--- config.mk ---
export PLATFORM = sky130hd
export DESIGN_NAME = tbrcd_ctrl
export DESIGN_NICKNAME = d
export VERILOG_FILES = /design/src/rtl/tbrcd_pkg.sv /design/src/rtl/tbrcd_ctrl.sv
export SDC_FILE = /design/constraint.sdc
export NUM_CORES = 1
export LEC_CHECK = 0
export ABC_CLOCK_PERIOD_IN_PS = 5700
export CAP_MARGIN = 20
export CORE_UTILIZATION = 35
export CTS_CLUSTER_SIZE = 30
export DETAILED_ROUTE_END_ITERATION = 12
export DONT_BUFFER_PORTS = 1
export PLACE_DENSITY = 0.52
export SYNTH_ARGS = -nofsm -noshare
export SYNTH_HDL_FRONTEND = slang
export SYNTH_SLANG_ARGS = --single-unit
export TNS_END_PERCENT = 5
--- constraint.sdc ---
create_clock -name clk -period 5.7 [get_ports clk]
set_input_delay 0.855 -clock clk [delete_from_list [all_inputs] [get_ports clk]]
set_output_delay 0.855 -clock clk [all_outputs]
set_load 0.02 [all_outputs]
--- src/rtl/tbrcd_pkg.sv ---
package tbrcd_pkg;

    localparam int RING_BYTES_DEF  = 1024;
    localparam int MAX_CHUNKS_DEF  = 4;
    localparam int MAX_PAYLOAD_DEF = 514;

    localparam int ADDR_MAX_W = 16;
    localparam int KIND_W     = 3;
    localparam int WLEN_W     = 11;
    localparam int BYTE_W     = 8;
    localparam int LEN_W      = 10;
    localparam int PEND_W     = 11;
    localparam int MTU_W      = 10;
    localparam int CHUNK_CNT_W = 4;

    localparam logic [MTU_W-1:0] MTU_RESET         = 10'd23;
    localparam logic [MTU_W-1:0] MTU_CEILING       = 10'd517;
    localparam logic [MTU_W-1:0] MTU_OVERHEAD      = 10'd3;
    localparam logic [LEN_W-1:0] SMALL_MTU_PAYLOAD = 10'd20;

    localparam logic [KIND_W-1:0] KIND_WRITE_BEGIN = 3'd0;
    localparam logic [KIND_W-1:0] KIND_WRITE_BYTE  = 3'd1;
    localparam logic [KIND_W-1:0] KIND_DRAIN_BEGIN = 3'd2;
    localparam logic [KIND_W-1:0] KIND_CHUNK_BYTE  = 3'd3;
    localparam logic [KIND_W-1:0] KIND_CHUNK_DONE  = 3'd4;
    localparam logic [KIND_W-1:0] KIND_RESET       = 3'd5;

    typedef struct packed {
        logic [KIND_W-1:0] kind;
        logic [WLEN_W-1:0] write_length;
        logic [BYTE_W-1:0] data_in;
        logic              handle_valid;
        logic              link_congested;
        logic              send_ok;
    } tbrcd_in_t;

    typedef struct packed {
        logic              accepted;
        logic [LEN_W-1:0]  chunk_length;
        logic [BYTE_W-1:0] data_out;
        logic              chunk_last;
        logic [PEND_W-1:0] pending_bytes;
    } tbrcd_out_t;

    typedef struct packed {
        logic                  wr_en;
        logic [ADDR_MAX_W-1:0] wr_addr;
        logic [BYTE_W-1:0]     wr_data;
        logic                  rd_en;
        logic [ADDR_MAX_W-1:0] rd_addr;
    } tbrcd_mem_req_t;

    function automatic logic [LEN_W-1:0] payload_limit(
        input logic [MTU_W-1:0] mtu,
        input logic [LEN_W-1:0] max_payload
    );
        logic [MTU_W-1:0] m;
        logic [LEN_W-1:0] p;
        m = (mtu > MTU_CEILING) ? MTU_CEILING : mtu;
        p = (m > MTU_OVERHEAD) ? LEN_W'(m - MTU_OVERHEAD) : SMALL_MTU_PAYLOAD;
        return (p > max_payload) ? max_payload : p;
    endfunction

endpackage

--- src/rtl/tbrcd_ctrl.sv ---
module tbrcd_ctrl
    import tbrcd_pkg::*;
#(
    parameter int RING_BYTES           = RING_BYTES_DEF,
    parameter int MAX_CHUNKS_PER_DRAIN = MAX_CHUNKS_DEF,
    parameter int MAX_PAYLOAD          = MAX_PAYLOAD_DEF
) (
    input  logic             clk,
    input  logic             rst_n,
    input  logic             accept,
    input  tbrcd_in_t        cmd,
    input  logic             cfg_we,
    input  logic [MTU_W-1:0] cfg_data,
    output tbrcd_mem_req_t   mem_req,
    output tbrcd_out_t       result_base,
    output logic             done,
    output logic             rd_flag
);

    localparam int AW = $clog2(RING_BYTES);
    localparam int FW = $clog2(RING_BYTES + 1);
    localparam int CW = (FW > WLEN_W) ? FW : WLEN_W;
    localparam int SW = CW + 1;

    logic [AW-1:0]          head_reg, head_next;
    logic [FW-1:0]          fill_reg, fill_next;
    logic [FW-1:0]          wrem_reg, wrem_next;
    logic [FW-1:0]          woff_reg, woff_next;
    logic [LEN_W-1:0]       staged_reg, staged_next;
    logic [LEN_W-1:0]       sread_reg, sread_next;
    logic [CHUNK_CNT_W-1:0] chunks_reg, chunks_next;
    logic [MTU_W-1:0]       mtu_reg;
    tbrcd_out_t             result_reg, result_next;
    logic                   done_reg;
    logic                   rd_flag_reg, rd_flag_next;

    logic [LEN_W-1:0] lim;
    logic [FW-1:0]    fill_after;
    tbrcd_mem_req_t   req;

    function automatic logic [AW-1:0] ring_wrap(input logic [SW-1:0] sum);
        logic [SW-1:0] r;
        r = (sum >= SW'(RING_BYTES)) ? sum - SW'(RING_BYTES) : sum;
        return r[AW-1:0];
    endfunction

    function automatic logic [LEN_W-1:0] stage_len(
        input logic [FW-1:0]    f,
        input logic [LEN_W-1:0] l
    );
        return (CW'(f) < CW'(l)) ? LEN_W'(f) : l;
    endfunction

    assign lim = payload_limit(mtu_reg, LEN_W'(MAX_PAYLOAD));
    assign fill_after = fill_reg - FW'(staged_reg);

    always_comb
    begin
        head_next    = head_reg;
        fill_next    = fill_reg;
        wrem_next    = wrem_reg;
        woff_next    = woff_reg;
        staged_next  = staged_reg;
        sread_next   = sread_reg;
        chunks_next  = chunks_reg;
        rd_flag_next = 1'b0;
        req          = '0;
        result_next  = '0;

        if (accept)
        begin
            unique case (cmd.kind)
                KIND_WRITE_BEGIN:
                begin
                    wrem_next = '0;
                    woff_next = '0;
                    if (CW'(cmd.write_length) <= CW'(RING_BYTES) - CW'(fill_reg))
                    begin
                        result_next.accepted = 1'b1;
                        wrem_next = FW'(cmd.write_length);
                    end
                    result_next.chunk_length = staged_reg;
                end
                KIND_WRITE_BYTE:
                begin
                    if (wrem_reg != '0)
                    begin
                        req.wr_en   = 1'b1;
                        req.wr_addr = ADDR_MAX_W'(ring_wrap(SW'(head_reg) + SW'(fill_reg)
                                                            + SW'(woff_reg)));
                        req.wr_data = cmd.data_in;
                        wrem_next   = wrem_reg - 1'b1;
                        woff_next   = woff_reg + 1'b1;
                        if (wrem_reg == FW'(1))
                        begin
                            fill_next = fill_reg + woff_reg + 1'b1;
                            woff_next = '0;
                        end
                    end
                    result_next.chunk_length = staged_reg;
                end
                KIND_DRAIN_BEGIN:
                begin
                    chunks_next = '0;
                    sread_next  = '0;
                    if (!cmd.handle_valid || cmd.link_congested || fill_reg == '0)
                    begin
                        staged_next = '0;
                    end
                    else
                    begin
                        staged_next = stage_len(fill_reg, lim);
                    end
                    result_next.chunk_length = staged_next;
                end
                KIND_CHUNK_BYTE:
                begin
                    if (sread_reg < staged_reg)
                    begin
                        req.rd_en   = 1'b1;
                        req.rd_addr = ADDR_MAX_W'(ring_wrap(SW'(head_reg) + SW'(sread_reg)));
                        rd_flag_next = 1'b1;
                        result_next.chunk_last = (sread_reg + 1'b1 == staged_reg);
                        sread_next = sread_reg + 1'b1;
                    end
                    result_next.chunk_length = staged_reg;
                end
                KIND_CHUNK_DONE:
                begin
                    if (staged_reg != '0)
                    begin
                        if (cmd.send_ok)
                        begin
                            head_next   = ring_wrap(SW'(head_reg) + SW'(staged_reg));
                            fill_next   = fill_after;
                            chunks_next = chunks_reg + 1'b1;
                            if (chunks_next < CHUNK_CNT_W'(MAX_CHUNKS_PER_DRAIN)
                                && fill_after != '0)
                            begin
                                staged_next = stage_len(fill_after, lim);
                            end
                            else
                            begin
                                staged_next = '0;
                            end
                        end
                        else
                        begin
                            staged_next = '0;
                        end
                        sread_next = '0;
                    end
                    result_next.chunk_length = staged_next;
                end
                KIND_RESET:
                begin
                    head_next   = '0;
                    fill_next   = '0;
                    wrem_next   = '0;
                    woff_next   = '0;
                    staged_next = '0;
                    sread_next  = '0;
                    chunks_next = '0;
                end
                default:
                begin
                end
            endcase
            result_next.pending_bytes = PEND_W'(fill_next);
        end
    end

    always_ff @(posedge clk or negedge rst_n)
    begin
        if (!rst_n)
        begin
            head_reg    <= '0;
            fill_reg    <= '0;
            wrem_reg    <= '0;
            woff_reg    <= '0;
            staged_reg  <= '0;
            sread_reg   <= '0;
            chunks_reg  <= '0;
            mtu_reg     <= MTU_RESET;
            done_reg    <= 1'b0;
            rd_flag_reg <= 1'b0;
        end
        else
        begin
            head_reg    <= head_next;
            fill_reg    <= fill_next;
            wrem_reg    <= wrem_next;
            woff_reg    <= woff_next;
            staged_reg  <= staged_next;
            sread_reg   <= sread_next;
            chunks_reg  <= chunks_next;
            done_reg    <= accept;
            rd_flag_reg <= rd_flag_next;
            if (cfg_we)
            begin
                mtu_reg <= cfg_data;
            end
        end
    end

    always_ff @(posedge clk)
    begin
        if (accept)
        begin
            result_reg <= result_next;
        end
    end

    assign mem_req     = req;
    assign result_base = result_reg;
    assign done        = done_reg;
    assign rd_flag     = rd_flag_reg;

endmodule

* Word-level counts from Yosys, hierarchy flattened
Index checks and enable logic that the tools add are counted.
Word-level totals: memory bits (writable) 0, word-level logic and storage cells 120, bits in read-only memories 0, flip-flop bits (word level) 102, input port bits 39, bits in latches 0, output and inout port bits 75, memories 0
Cells by class: bitwise gates (word level) 0, shift-type cells 0, reductions and logical operators 25, div/mod/pow operators 0, eq/ne operators 11, multipliers 0, $lt $le $gt $ge 11, $add $sub $neg 16, multiplexer cells 43
Operators with widths (count):
- 10-bit 2-to-1 mux | 16
- 10-bit case mux with 3 select lines | 3
- 11-bit 2-to-1 mux | 8
- 11-bit case mux with 3 select lines | 2
- 25-bit 2-to-1 mux | 2
- 42-bit 2-to-1 mux | 1
- 17-bit 2-to-1 mux | 2
- 10-bit by 1-bit subtractor with 10-bit output (second input constant) | 3
- 10-bit by 10-bit adder with 11-bit output | 2
- 11-bit by 1-bit adder with 11-bit output (second input constant) | 2
- 11-bit greater-or-equal comparator (second input constant) | 2
- 11-bit by 10-bit less-than comparator with 1-bit output | 2
- 11-bit case mux with 2 select lines | 1
- 11-bit nonzero test | 2
- 10-bit greater-than comparator (second input constant) | 2
- 10-bit case mux with 2 select lines | 1
- 10-bit by 11-bit adder with 12-bit output | 1
- 12-bit by 11-bit adder with 12-bit output | 1
- 12-bit by 11-bit greater-or-equal comparator with 1-bit output (second input constant) | 1
- 4-bit AND reduction | 3
- 11-bit adder | 1
- 11-bit by 1-bit equality test with 1-bit output (second input constant) | 1
- 11-bit less-or-equal comparator | 1
- 11-bit logical NOT | 1
- other kinds (28) | 45

* Longest topological paths before layout
depth in word-level cells 12, mapped depth 21, mapped depth without buffers 19

* Least setup slack after synthesis
Ideal clock, no wire load.
kind register to register, start register mtu_reg[2], end register result_reg (netlist bit result_base[29]), data pin, slack 1.225 ns, buffers on the path 2, setup time 0.272 ns, clock period less this slack 4.475 ns, arrival 4.203 ns, required time 5.428 ns, stages on the path, launching flop included 19, cells stage by stage dfstp_2 -> clkbuf_1 -> or3_4 -> a21boi_0 -> ha_1 -> or4_1 -> or3_1 -> nand2_1 -> nand3_1 -> ha_1 -> and3_1 -> a221o_1 -> a21oi_1 -> o21ai_0 -> a2111oi_0 -> a21oi_1 -> buf_4 -> mux2i_1 -> o211ai_1
RTL lines:
- start, declared | line tbrcd_ctrl.sv:32 | logic [MTU_W-1:0] mtu_reg;
- start signal, assigned | line tbrcd_ctrl.sv:201 | mtu_reg <= cfg_data;
- end signal, assigned | line tbrcd_ctrl.sv:210 | result_reg <= result_next;
- end, declared | line tbrcd_ctrl.sv:33 | tbrcd_out_t result_reg, result_next;

==> results.py <==
metrics = {
    "status": {
        "status": "finished clean",
    },
    "worst_setup_path": {
        "crit_required_ns": 5.79,
        "crit_arrival_ns": 5.29,
        "crit_path_start_kind": "register",
        "cp-startpoint": "mtu_reg[6]$_DFFE_PN0P_",
        "timing.rr.end": "result_base[23]$_DFFE_PP_",
        "r2r_slack_ns": 0.50,
        "reg2reg_depth": 19,
        "timing.rr.start": "mtu_reg[6]$_DFFE_PN0P_",
        "worst-path-max-fanout": 11,
        "worstSetupPathType": "reg2reg",
        "critPathCaptureType": "register",
    },
    "yosys": {
        "ys_types": 75,
        "ys_ff_latch": 102,
        "synth_top_area_frac": 0.208,
        "async_flop_share": 0.775,
        "synth.area.top_cells": "dfrtp_1 (21%), ha_1 (13%), edfxtp_1 (7.6%), o21ai_0 (4.7%), nand2_1 (3.9%)",
        "synth_seq_area_share": 0.296,
        "syn_avg_cell_area_sq_um": 8.74,
        "yosys.area.top_type": "dfrtp_1",
        "syn_inst": 1034,
        "yosysWarnings": 0,
        "syn-cell-area_sq_um": 9030,
        "synthFlopType": "dfrtp_1",
        "synth_edf_count": 23,
    },
    "global_routing": {
        "antenna_found_initial": 0,
        "overflow": 0,
        "grt_pass1_vias": 7399,
        "grt_start_max_net_pins": 80,
        "globalRouteTotalUtil": 0.209,
        "grt_pass1_wl_um": 42000,
    },
    "cells_and_area": {
        "layout_commonest_cell": "nand2_1",
        "final_nets": 1180,
        "final_core_util": 0.385,
        "fillers": 2574,
        "largest_reg_flops": 23,
        "final_cell_area_sq_um": 9710,
        "drive_gt1_frac": 0.0731,
        "num_antenna_cells": 0,
        "instances_no_fill": 1370,
        "area_growth_pct": 7.51,
        "layout_common_cells": "nand2_1 (94), ha_1 (92), o21ai_0 (84)",
    },
    "sta": {
        "relSlewSlack": 0.364,
        "setup_viol": 0,
        "rsz0062_at_grt": "no",
        "hold_viol": 0,
        "worst_pin_slew_ns": 0.953,
        "fin_crit_ns": 5.20,
        "fin_hold_ws_ns": 0.186,
        "fin_skew_ns": 0.00821,
        "slew_viol_final": 0,
        "max_freq_ghz": 0.192,
        "tns_ns": 0,
        "fin_crit_sh": 0.912,
    },
    "clocking": {
        "cts.path.max_buffers": 2,
        "htreeDepth": 3,
        "insertion_delay_ns": 0.37,
        "ctsResizeCount": 0,
        "cts_sinks": 102,
        "cts_setup_buffers": 0,
        "hold_buffers": 0,
        "cts_buffers": 9,
        "clockRootBuffer": "clkbuf_16",
        "tritoncts": "yes",
        "clk_pin_slew_ns": 0.08,
    },
    "pwr": {
        "clkPwrFrac": 0.247,
        "ir_drop_uv": 145,
        "switching_share": 0.398,
        "p_int_mw": 1.62,
        "leakage_nw": 4.25,
        "p_comb_frac": 0.404,
        "cellPowerDensity_nw_per_um2": 278,
        "p_sw_mw": 1.07,
        "seqPwrFrac": 0.350,
    },
    "route": {
        "via_count": 7660,
        "drc": 0,
        "ant_nets": 0,
        "drt_first_pass_iters": 5,
        "drt-initial-drc-count": 446,
        "drt_wl_total_um": 27100,
        "wl_per_cell_um": 19.8,
        "vias_per_cell": 5.59,
    },
    "place": {
        "placed_area_sq_um": 9410,
        "dp_cells": 1354,
        "port_buffers": 0,
        "gp_congestion": 0.875,
        "hpwl_um": 20600,
    },
    "die": {
        "num_rows": 58,
        "die_y_um": 163,
        "core_sq_um": 25300,
        "start_util": 0.358,
        "io_pins": 114,
        "die_w_um": 163,
        "die_area_sq_um": 26500,
    },
    "min_path": {
        "hold_class": "in2async",
    },
    "job": {
        "cap_violations": 0,
    },
}
layout make-up:
type	count	area [sq um]	area share
multi-input cells	836	5910	0.608
flip-flops and latches	102	2670	0.275
well taps	330	413	0.0425
inverters	62	233	0.0240
clock buffers	9	225	0.0232
repair buffers	24	180	0.0186
clock inverters	7	80.1	0.00825
worst max-delay path by stage:
stage / end / slack [ns] / depth (start not counted)
6_report: result_base[23]$_DFFE_PP_ / 0.50 / 19
5_1_grt: result_base[23]$_DFFE_PP_ / 0.11 / 19
4_1_cts: result_base[23]$_DFFE_PP_ / 0.58 / 19
3_5_place_dp: result_base[23]$_DFFE_PP_ / 0.62 / 19
3_3_place_gp: result_base[23]$_DFFE_PP_ / 0.73 / 19
2_1_floorplan: result_base[29]$_DFFE_PP_ / 1.23 / 18
power groups by stage:
stage	clock network [mW]	registers (mW)	logic, mW
floorplan	0	0.927	0.822
CTS	0.682	0.942	1.08
finish	0.665	0.943	1.09
detailed placement	0	0.957	1.07
global route	0.708	0.953	1.22
global placement	0	0.957	1.07
synth_stat cells, types with 5 or more instances:
master,n
nand2b_1,15
nand3_1,34
a21o_1,19
fa_1,14
a31oi_1,13
and3_1,10
inv_1,60
o21bai_1,7
buf_4,22
o21ai_0,84
o31ai_1,11
nor4_1,14
nor3_1,29
nand2_1,94
mux2_2,13
edfxtp_1,23
and2_1,12
mux2i_1,20
o211ai_1,15
ha_1,92
xor2_1,28
or2_2,7
o21a_1,9
nor2b_1,16
a21oi_1,49
o221ai_1,15
a21boi_0,5
clkbuf_1,25
dfrtp_1,75
or3_1,12
xnor2_1,36
a211oi_1,5
nand4_1,14
nor2_1,66
layer usage:
| layer | wire length [um] | track usage | part of all wire | vias up |
|---|---|---|---|---|
| met5 | 0 | 0 | 0 | - |
| met4 | 540 | 0.0692 | 0.020 | 0 |
| met3 | 1090 | 0.0280 | 0.040 | 36 |
| met2 | 13100 | 0.359 | 0.48 | 186 |
| met1 | 12300 | 0.268 | 0.46 | 3701 |
| li1 | - | - | - | 3737 |
worst max-delay path: stages (launching register included):
cell and delay [ns]:
dfrtp_1 0.42, nor3_1 0.46, a31o_2 0.25, nand2_1 0.06, ha_1 0.24, or4_1 0.51
or3_1 0.36, nand3_1 0.09, a31oi_1 0.10, a21oi_1 0.18, a21o_1 0.15, inv_1 0.07
ha_1 0.26, o21ai_0 0.08, a211oi_1 0.34, nor3b_1 0.12, a41oi_2 0.61, mux2_2 0.41
nand2_1 0.10, o211ai_1 0.12
metrics by stage:
| step | worst slack (ns) | power (mW) |
|---|---|---|
| after floorplan | 1.23 | 1.75 |
| after global placement | 0.731 | 2.03 |
| after detailed placement | 0.622 | 2.03 |
| after CTS | 0.577 | 2.71 |
| after global routing | 0.109 | 2.88 |
| final | 0.501 | 2.70 |
cell families (layout without fill, tap and decap cells):
group           Yosys count  after routing  share of synthesized area
mux                      34             34                     0.0396
fa+ha+maj               106            106                      0.158
simple gates            339            339                      0.186
flops                   102            102                      0.296
other cells               1             20                   0.000415
buf+inv                 115            102                     0.0580
xor+xnor                 64             64                     0.0621
compound gates          273            273                      0.200
Note: power is estimated with default switching activity, not from simulation.
